**src/hw/rtl/kfd_pkg.sv**
```systemverilog
// KISS deframer package: byte codes, status codes, register indexes and the
// transfer payload types. No dependencies; used by every other file.
`default_nettype none

package kfd_pkg;

    // KISS special bytes
    localparam logic [7:0] FEND  = 8'hC0;
    localparam logic [7:0] FESC  = 8'hDB;
    localparam logic [7:0] TFEND = 8'hDC;
    localparam logic [7:0] TFESC = 8'hDD;

    // frame type bytes
    localparam logic [7:0] TYPE_DATA    = 8'h00;
    localparam logic [7:0] TYPE_FLEXNET = 8'h20;
    localparam logic [7:0] TYPE_SMACK   = 8'h80;

    localparam logic [10:0] LENGTH_CAP     = 11'd1024;
    localparam logic [10:0] MAX_LENGTH_RST = 11'd256;
    localparam logic [15:0] TIMEOUT_RST    = 16'd5000;

    // input item kinds
    localparam logic MODE_BYTE = 1'b0;
    localparam logic MODE_TICK = 1'b1;

    // configuration register indexes
    typedef logic t_cfg_idx;
    localparam t_cfg_idx CFG_MAX_LENGTH = 1'b0;
    localparam t_cfg_idx CFG_TIMEOUT    = 1'b1;

    typedef enum logic [2:0] {
        ST_OK       = 3'd0,
        ST_FLEXNET  = 3'd1,
        ST_SMACK    = 3'd2,
        ST_UNKNOWN  = 3'd3,
        ST_SMALL    = 3'd4,
        ST_OVERFLOW = 3'd5,
        ST_TIMEOUT  = 3'd6,
        ST_BADESC   = 3'd7
    } t_status;

    typedef struct packed {
        logic       mode;
        logic [7:0] rx_byte;
    } t_in_item;

    typedef struct packed {
        logic       data_valid;
        logic [7:0] data_byte;
        logic [9:0] data_index;
        logic       status_valid;
        t_status    status_code;
    } t_out_item;

endpackage

`default_nettype wire

```
**src/hw/rtl/kfd_if.sv**
```systemverilog
// Valid/ready stream interfaces for the KISS deframer input and result channels.
// Depends on kfd_pkg for the payload types.
`default_nettype none

interface kfd_in_if;
    logic              valid;
    logic              ready;
    kfd_pkg::t_in_item payload;

    modport source (output valid, output payload, input ready);
    modport sink   (input valid, input payload, output ready);
endinterface

interface kfd_out_if;
    logic               valid;
    logic               ready;
    kfd_pkg::t_out_item payload;

    modport source (output valid, output payload, input ready);
    modport sink   (input valid, input payload, output ready);
endinterface

`default_nettype wire

```
**src/hw/rtl/kiss_frame_deframer_core.sv**
```systemverilog
// KISS deframer top level: input register, decode logic, result register.
// Depends on kfd_pkg and the stream interfaces in kfd_if.
//
// Takes one item per transfer on i_rx (a received byte or a time tick) and
// gives at most one result per item on o_res: a decoded byte with its index
// in the frame, or a status (frame closed, overflow, timeout, bad escape).
// Items that give no result (bytes while hunting, FESC, ticks inside the
// timeout) are absorbed silently. Throughput is one item per clock while o_res
// does not stall; an item passes through the input register, then the result
// register. When the result is not taken the result register stalls, and so
// does the input register when full. Configuration (max_length at index 0,
// timeout_ticks at index 1) must be written only while no item is in flight.
`default_nettype none

module kiss_frame_deframer_core (
    input  wire logic              i_clk,
    input  wire logic              i_rst_n,
    input  wire logic              i_cfg_we,
    input  wire kfd_pkg::t_cfg_idx i_cfg_idx,
    input  wire logic [15:0]       i_cfg_wdata,
    kfd_in_if.sink                 i_rx,
    kfd_out_if.source              o_res
);

    logic [10:0]        r_max_length;
    logic [15:0]        r_timeout;
    logic               r_in_valid;
    kfd_pkg::t_in_item  r_in;
    logic               r_out_valid;
    kfd_pkg::t_out_item r_out;

    logic               r_in_frame, n_in_frame;
    logic               r_esc, n_esc;
    logic [9:0]         r_count, n_count;
    logic [7:0]         r_type, n_type;
    logic [15:0]        r_tick, n_tick;

    logic               adv;
    logic               res_valid;
    kfd_pkg::t_out_item res;
    logic               dec_en;
    logic [7:0]         dec_byte;
    logic [10:0]        limit;
    logic [10:0]        count_inc;
    logic [15:0]        tick_inc;
    kfd_pkg::t_status   close_code;

    assign adv         = !r_out_valid || o_res.ready;
    assign i_rx.ready  = !r_in_valid || adv;
    assign o_res.valid = r_out_valid;
    assign o_res.payload = r_out;

    assign limit     = (r_max_length > kfd_pkg::LENGTH_CAP) ? kfd_pkg::LENGTH_CAP
                                                           : r_max_length;
    assign count_inc = {1'b0, r_count} + 11'd1;
    assign tick_inc  = r_tick + 16'd1;

    always_comb begin
        if (r_count <= 10'd1) begin
            close_code = kfd_pkg::ST_SMALL;
        end else begin
            case (r_type)
                kfd_pkg::TYPE_DATA:    close_code = kfd_pkg::ST_OK;
                kfd_pkg::TYPE_FLEXNET: close_code = kfd_pkg::ST_FLEXNET;
                kfd_pkg::TYPE_SMACK:   close_code = kfd_pkg::ST_SMACK;
                default:               close_code = kfd_pkg::ST_UNKNOWN;
            endcase
        end
    end

    always_comb begin
        n_in_frame = r_in_frame;
        n_esc      = r_esc;
        n_count    = r_count;
        n_type     = r_type;
        n_tick     = r_tick;
        res_valid  = 1'b0;
        res        = '0;
        dec_en     = 1'b0;
        dec_byte   = r_in.rx_byte;

        if (r_in_valid) begin
            if (r_in.mode == kfd_pkg::MODE_TICK) begin
                if (r_in_frame) begin
                    if (tick_inc >= r_timeout) begin
                        n_in_frame = 1'b0;
                        n_esc      = 1'b0;
                        n_count    = '0;
                        n_tick     = '0;
                        res_valid  = 1'b1;
                        res.status_valid = 1'b1;
                        res.status_code  = kfd_pkg::ST_TIMEOUT;
                    end else begin
                        n_tick = tick_inc;
                    end
                end
            end else if (!r_in_frame) begin
                if (r_in.rx_byte == kfd_pkg::FEND) begin
                    n_in_frame = 1'b1;
                    n_esc      = 1'b0;
                    n_count    = '0;
                    n_tick     = '0;
                end
            end else if (r_in.rx_byte == kfd_pkg::FEND) begin
                // closing FEND also drops any pending escape
                n_in_frame = 1'b0;
                n_esc      = 1'b0;
                n_count    = '0;
                n_tick     = '0;
                res_valid  = 1'b1;
                res.status_valid = 1'b1;
                res.status_code  = close_code;
            end else if (r_in.rx_byte == kfd_pkg::FESC) begin
                n_esc = 1'b1;
            end else if (r_esc) begin
                n_esc = 1'b0;
                if (r_in.rx_byte == kfd_pkg::TFEND) begin
                    dec_en   = 1'b1;
                    dec_byte = kfd_pkg::FEND;
                end else if (r_in.rx_byte == kfd_pkg::TFESC) begin
                    dec_en   = 1'b1;
                    dec_byte = kfd_pkg::FESC;
                end else begin
                    res_valid = 1'b1;
                    res.status_valid = 1'b1;
                    res.status_code  = kfd_pkg::ST_BADESC;
                end
            end else begin
                dec_en = 1'b1;
            end

            if (dec_en) begin
                res_valid = 1'b1;
                if (count_inc >= limit) begin
                    n_in_frame = 1'b0;
                    n_esc      = 1'b0;
                    n_count    = '0;
                    n_tick     = '0;
                    res.status_valid = 1'b1;
                    res.status_code  = kfd_pkg::ST_OVERFLOW;
                end else begin
                    if (r_count == '0) begin
                        n_type = dec_byte;
                    end
                    res.data_valid = 1'b1;
                    res.data_byte  = dec_byte;
                    res.data_index = r_count;
                    n_count        = count_inc[9:0];
                end
            end
        end
    end

    always_ff @(posedge i_clk) begin
        if (!i_rst_n) begin
            r_max_length <= kfd_pkg::MAX_LENGTH_RST;
            r_timeout    <= kfd_pkg::TIMEOUT_RST;
        end else if (i_cfg_we) begin
            unique case (i_cfg_idx)
                kfd_pkg::CFG_MAX_LENGTH: r_max_length <= i_cfg_wdata[10:0];
                kfd_pkg::CFG_TIMEOUT:    r_timeout    <= i_cfg_wdata;
                default: ;
            endcase
        end
    end

    always_ff @(posedge i_clk) begin
        if (!i_rst_n) begin
            r_in_valid  <= 1'b0;
            r_out_valid <= 1'b0;
            r_in_frame  <= 1'b0;
            r_esc       <= 1'b0;
            r_count     <= '0;
            r_type      <= '0;
            r_tick      <= '0;
        end else begin
            if (i_rx.ready) begin
                r_in_valid <= i_rx.valid;
            end
            if (adv) begin
                r_out_valid <= res_valid;
                if (r_in_valid) begin
                    r_in_frame <= n_in_frame;
                    r_esc      <= n_esc;
                    r_count    <= n_count;
                    r_type     <= n_type;
                    r_tick     <= n_tick;
                end
            end
        end
    end

    always_ff @(posedge i_clk) begin
        if (i_rx.ready) begin
            r_in <= i_rx.payload;
        end
        if (adv) begin
            r_out <= res;
        end
    end

endmodule

`default_nettype wire

```
**src/flat_wrapper.sv**
```systemverilog
// flat-port wrapper written by rule: the top's interface ports become plain ports
module kiss_frame_deframer_core_flat 
  (i_clk, i_rst_n, i_cfg_we, i_cfg_idx, i_cfg_wdata, i_rx_valid, i_rx_payload, i_rx_ready, o_res_valid, o_res_payload, o_res_ready);
  kfd_in_if i_rx_i ();
  kfd_out_if o_res_i ();
  input  wire logic i_clk;
  input  wire logic i_rst_n;
  input  wire logic i_cfg_we;
  input  wire kfd_pkg::t_cfg_idx i_cfg_idx;
  input  wire logic [15:0] i_cfg_wdata;
  input wire logic [$bits(i_rx_i.valid)-1:0] i_rx_valid;
  input wire logic [$bits(i_rx_i.payload)-1:0] i_rx_payload;
  output wire logic [$bits(i_rx_i.ready)-1:0] i_rx_ready;
  output wire logic [$bits(o_res_i.valid)-1:0] o_res_valid;
  output wire logic [$bits(o_res_i.payload)-1:0] o_res_payload;
  input wire logic [$bits(o_res_i.ready)-1:0] o_res_ready;
  assign i_rx_i.valid = i_rx_valid;
  assign i_rx_i.payload = i_rx_payload;
  assign i_rx_ready = i_rx_i.ready;
  assign o_res_valid = o_res_i.valid;
  assign o_res_payload = o_res_i.payload;
  assign o_res_i.ready = o_res_ready;
  kiss_frame_deframer_core u_core (.i_clk(i_clk), .i_rst_n(i_rst_n), .i_cfg_we(i_cfg_we), .i_cfg_idx(i_cfg_idx), .i_cfg_wdata(i_cfg_wdata), .i_rx(i_rx_i), .o_res(o_res_i));
endmodule
```
**config.mk**
```make
export PLATFORM = sky130hd
export DESIGN_NAME = kiss_frame_deframer_core_flat
export DESIGN_NICKNAME = d
export VERILOG_FILES = /design/src/hw/rtl/kfd_pkg.sv /design/src/hw/rtl/kfd_if.sv /design/src/hw/rtl/kiss_frame_deframer_core.sv /design/src/flat_wrapper.sv
export SDC_FILE = /design/constraint.sdc
export NUM_CORES = 1
export LEC_CHECK = 0
export ABC_AREA = 1
export ABC_CLOCK_PERIOD_IN_PS = 5850
export BUFFER_PORTS_ARGS = -buffer_cell sky130_fd_sc_hd__buf_2
export CAP_MARGIN = 20
export CORE_ASPECT_RATIO = 0.5
export CORE_UTILIZATION = 43
export DETAILED_ROUTE_END_ITERATION = 8
export SETUP_SLACK_MARGIN = 0.5
export SLEW_MARGIN = 10
export SYNTH_ARGS = -nofsm -noshare
export SYNTH_HDL_FRONTEND = slang
export SYNTH_SLANG_ARGS = --single-unit
```
**constraint.sdc**
```tcl
create_clock -name i_clk -period 5.85 [get_ports i_clk]
set_input_delay 0.585 -clock i_clk [delete_from_list [all_inputs] [get_ports i_clk]]
set_output_delay 0.585 -clock i_clk [all_outputs]
set_load 0.03 [all_outputs]
```
Word-level counts from Yosys, hierarchy flattened
Index checks and enable logic that the tools add are counted.
{"block": "totals", "register_bits": 97, "wordCells": 118}
{"block": "classes", "n_addsub": 2, "order_cmp": 4, "eq_ne": 8, "muxes": 70, "bitwise": 4, "reduce_logical": 14}
{"operator": "$mux 16", "n": 6}
{"operator": "$mux 10", "n": 6}
{"operator": "$mux 8", "n": 7}
{"operator": "$mux 4", "n": 11}
{"operator": "$eq 8x8->1 const B", "n": 5}
{"operator": "$mux 1", "n": 36}
{"operator": "$mux 19", "n": 1}
{"operator": "$add 16x1->16 const B", "n": 1}
{"operator": "$ge 16x16->1", "n": 1}
{"operator": "$add 10x1->11 const B", "n": 1}
{"operator": "$ge 11x11->1", "n": 1}
{"operator": "$gt 11x11->1 const B", "n": 1}
{"operator": "$mux 11", "n": 1}
{"operator": "$le 10x1->1 const B", "n": 1}
{"operator": "$logic_not 10->1", "n": 1}
{"operator": "$reduce_and 5->1", "n": 2}
{"operator": "$eq 8x6->1 const B", "n": 1}
{"operator": "$logic_not 8->1", "n": 1}
{"operator": "$reduce_and 2->1", "n": 4}
{"operator": "$ne 3x3->1 const B", "n": 2}
{"operator": "$pmux 2 s3", "n": 1}
{"operator": "$not 1->1", "n": 4}
{"operator": "$mux 3", "n": 1}
{"operator": "$reduce_bool 3->1", "n": 1}
{"operator": "other kinds (3)", "n": 5}

Longest topological paths before layout
{"block": "logic_depth", "ltp_word": 11, "depth_mapped": 20, "depth_no_buf": 19}

Least setup slack after synthesis
No wires, ideal clock.
{"block": "synth_timing", "kind": "register -> register", "start": "register u_core.r_count[0]", "end": "register u_core.r_tick[3]", "setup_time_ns": 0.132, "t_arrival_ns": 2.453, "required_time_ns": 5.718, "slack_ns": 3.265, "path_stages_with_launch": 18, "n_path_buf": 1, "synth_period_minus_slack_ns": 2.585, "path_cell_list": "dfxtp_1 -> ha_1 -> nand3_1 -> nor3_1 -> nand2_1 -> xor2_1 -> inv_1 -> ha_1 -> nand2_1 -> nor2_1 -> nand3_1 -> nand4_2 -> inv_1 -> nor2_2 -> nor2_8 -> buf_6 -> nand2_1 -> a21oi_1"}
{"block": "synth_between", "elab_chain_len": 4}
{"item": "start: declaration", "line": "kiss_frame_deframer_core.sv:34", "source": "logic [9:0] r_count, n_count;"}
{"item": "start signal: assignment", "line": "kiss_frame_deframer_core.sv:185", "source": "r_count <= n_count;"}
{"item": "$add 10x1->11", "line": "kiss_frame_deframer_core.sv:55", "source": "assign count_inc = {1'b0, r_count} + 11'd1;"}
{"item": "$ge 11x11->1", "line": "kiss_frame_deframer_core.sv:134", "source": "if (count_inc >= limit) begin"}
{"item": "$mux 16", "line": "kiss_frame_deframer_core.sv:134"}
{"item": "$mux 16", "line": "kiss_frame_deframer_core.sv:132", "source": "if (dec_en) begin"}
{"item": "end signal: assignment", "line": "kiss_frame_deframer_core.sv:187", "source": "r_tick <= n_tick;"}
{"item": "end: declaration", "line": "kiss_frame_deframer_core.sv:36", "source": "logic [15:0] r_tick, n_tick;"}
No other way between the ends.
A chain may end at the register's enable or synchronous reset.

Final worst setup path
{"block": "layout_timing", "start": "register u_core.r_tick[0]", "end": "register u_core.r_count[2]"}
{"block": "layout_between", "elab_chain_len": 4}
{"item": "$add 16x1->16", "line": "kiss_frame_deframer_core.sv:56", "source": "assign tick_inc = r_tick + 16'd1;"}
{"item": "$ge 16x16->1", "line": "kiss_frame_deframer_core.sv:85", "source": "if (tick_inc >= r_timeout) begin"}
{"item": "$ne 3x3->1 (no source line)"}
{"item": "$reduce_and 5->1 (no source line)"}
No other way between the ends.

==> results.json <==
{
  "cp_cell_sequence": "ha_1 -> nand2_1 -> nor3_4 -> nand2_1 -> nand2_1 -> nand2_1 -> ha_1 -> nand2_1 -> o21ai_0 -> a21oi_2 -> nand2_1 -> nand2_1 -> nand2_2 -> nand2_2 -> nand2_1 -> a21oi_1",
  "portBuffers": 55,
  "grt-ovfl-total": 0,
  "syn_inst": 748,
  "dieArea_mm2": 0.0135,
  "ys_ff_latch": 97,
  "nNetsFinal": 847,
  "drc_errors": 0,
  "fill_cells": 1277,
  "status": "complete, no violations",
  "clock_latency_ns": 0.35,
  "synth.distinct_cells": 45,
  "ys_seq_area_share_pct": 40.3,
  "final_antenna_net_count": 0,
  "drt_iter0_markers": 264,
  "cts-root-buf": "clkbuf_16",
  "finalCritPeriodShare_pct": 59.3,
  "grt_max_degree": 35,
  "avgViaCountPerCell": 5.01,
  "slew_violations": 0,
  "hold_viol_final": 0,
  "cap_violations": 0,
  "grt_use_total_pct": 19.1,
  "clkTransAtPathRegs_ns": 0.08,
  "antenna_found_initial": 0,
  "fp.dieW_um": 164,
  "setup_tns_ns": 0,
  "arrival_ns": 3.75,
  "drive_gt1_share_pct": 13.4,
  "path_max_fanout": 16,
  "ys_warn_count": 0,
  "antenna_cells": 0,
  "grt_first_pass_wirelength_um": 20300,
  "post-cts-setup-buffer-count": 0,
  "yosys.area.top_type": "dfxtp_1",
  "area_delta_synth_final_pct": 11.9,
  "p_leak_nw": 2.77,
  "dp_hpwl_um": 9100,
  "setup_violations": 0,
  "synthTopCellsByCount": "nand2_1 (201), nor2_1 (81), inv_1 (75)",
  "r2r_slack_ns": 2.38,
  "num_io_pins": 56,
  "slowest_delay_ns": 0.60,
  "start_kind": "flip-flop",
  "timing.final.crit_period_ns": 3.47,
  "yosysMostFrequentCell": "nand2_1",
  "worst_path_most_repeated_cell": "nand2_1",
  "place.gp.congestion": 0.853,
  "synthArstFlopShare_pct": 0,
  "worst_slack_ns": 2.38,
  "synth_area_leaders": "dfxtp_1 (23%), edfxtp_1 (17%), nand2_1 (13%), ha_1 (7.1%), nor2_1 (5.4%)",
  "synth_edf_count": 32,
  "synthesis.nets": 811,
  "post_drt_wl_per_cell_um": 12.6,
  "syn_area_mm2": 0.00561,
  "grt_pass1_vias": 4271,
  "cts_tree": "done",
  "irDropWorstVdd_mv": 0.160,
  "crit_path_top_delay_cell": "a21oi_2",
  "worst_pin_slew_ns": 0.950,
  "hold_class": "input pin to flip-flop",
  "vias": 4808,
  "synthFlopType": "dfxtp_1",
  "dp_worst_setup_slack_ns": 2.42,
  "die-height_um": 82.8,
  "finClkSkew_ns": 0.00841,
  "rsz0062_at_grt": "no",
  "clock_sinks": 97,
  "cts_made_buffers": 9,
  "core_mm2": 0.0127,
  "cts_hold_buffers": 0,
  "endpoint_kind": "flip-flop",
  "relSlewSlack_pct": 36.6,
  "fmax_mhz": 288,
  "cp.required_ns": 6.13,
  "crit_type": "flip-flop to flip-flop",
  "cts-resized-gates": 0,
  "wl_um": 12100,
  "htreeDepth": 3,
  "netlist.area_leader.share_pct": 23.2,
  "std_cell_rows": 29,
  "power.density_mw_per_mm2": 228,
  "clockBufferDepth": 2,
  "synth_area_per_cell_um2": 7.50,
  "first_pass_iters": 5,
  "initial_utilization_pct": 44.2
}
## placed cells by master (no fill, tap or decap), types with 3 or more instances in the layout
cell | netlist | final
nand2_2 | 8 | 8
inv_1 | 75 | 75
a21oi_1 | 57 | 57
o21ai_0 | 38 | 38
inv_2 | 3 | 3
nand2_1 | 201 | 201
ha_1 | 32 | 32
xnor2_1 | 4 | 4
buf_2 | 10 | 55
nand3b_1 | 5 | 5
dfxtp_1 | 65 | 65
nor3_1 | 7 | 7
clkinv_1 | 4 | 4
edfxtp_1 | 32 | 32
nor2_4 | 5 | 5
xor2_1 | 10 | 10
nand3_1 | 16 | 16
a211oi_1 | 4 | 4
a31oi_1 | 5 | 5
clkbuf_16 | 0 | 10
o211ai_1 | 5 | 5
nand4_1 | 32 | 32
nor4_1 | 3 | 3
nor2_1 | 81 | 81
nor2_2 | 4 | 4
## logic make-up (layout without fill, tap and decap cells)
| family | after synthesis | count (layout) | share of synthesized area, % |
|---|---|---|---|
| flops | 97 | 97 | 40.3 |
| xor+xnor | 14 | 14 | 2.19 |
| fa+ha+maj | 32 | 32 | 7.14 |
| buf+inv | 113 | 154 | 8.39 |
| compound gates | 117 | 117 | 11.3 |
| simple gates | 375 | 375 | 30.6 |
## report_power, final
group | internal (mW) | leakage, nW | switching, mW
Sequential | 0.707 | 0.908 | 0.0112
Clock | 0.328 | 0.155 | 0.287
Combinational | 0.0319 | 1.71 | 0.0623
Total | 1.07 | 2.77 | 0.361
## critical path: cells and delay by family (launching register included)
kind | cells | cell delay [ns]
AND/OR/NAND/NOR | 11 | 1.58
AO/OA/AOI/OAI | 3 | 0.86
adder cells (fa/ha/maj) | 2 | 0.49
flip-flops | 1 | 0.47
## final cells by class
| type | count | area, µm² | share of cell area, % |
|---|---|---|---|
| Clock buffer | 10 | 250 | 3.99 |
| Clock inverter | 6 | 65.1 | 1.04 |
| Inverter | 82 | 308 | 4.90 |
| Multi-Input combinational cell | 538 | 2880 | 45.8 |
| Sequential cell | 97 | 2260 | 36.0 |
| Tap cell | 170 | 213 | 3.39 |
| Timing Repair Buffer | 56 | 303 | 4.82 |
## routing by layer
metal / global-route usage, % / vias up / share of wire (%)
met5: 0 / - / 0
met4: 4.35 / 0 / 0.83
met3: 4.05 / 9 / 4.4
met2: 31.5 / 90 / 43
met1: 25.9 / 2181 / 51
li1: - / 2528 / -
## final timing paths
kind	start	endpoint	cells past startpoint
worst min-delay path	i_rx_payload[4]	u_core.r_in[4]$_DFFE_PP_	1
worst max register to register	u_core.r_tick[0]$_SDFFE_PN0P_	u_core.r_count[2]$_SDFFE_PN0P_	16
worst min register to register	u_core.r_timeout[6]$_SDFFE_PN0P_	u_core.r_timeout[6]$_SDFFE_PN0P_	2
worst max-delay path	u_core.r_tick[0]$_SDFFE_PN0P_	u_core.r_count[2]$_SDFFE_PN0P_	16
## through the flow
stage	hold WS, ns	power, mW	util (%)	std cells	instance area (µm²)
floorplan	0.427	0.798	-	748	5610
global placement	0.440	0.824	46.7	942	5930
detailed placement	0.447	0.826	46.7	942	5930
CTS	0.393	1.44	49.2	958	6250
global route	0.391	1.49	49.4	959	6280
finish	0.404	1.43	49.4	959	6280
## state kept, by name, summed over array words and instances (netlist names), 8 cells and up
signal / count
u_core.r_type: 8
u_core.r_count: 10
u_core.r_timeout: 16
u_core.r_max_length: 11
u_core.o_res.payload: 23
u_core.r_in: 9
u_core.r_tick: 16
(Power assumes the default switching activity.)
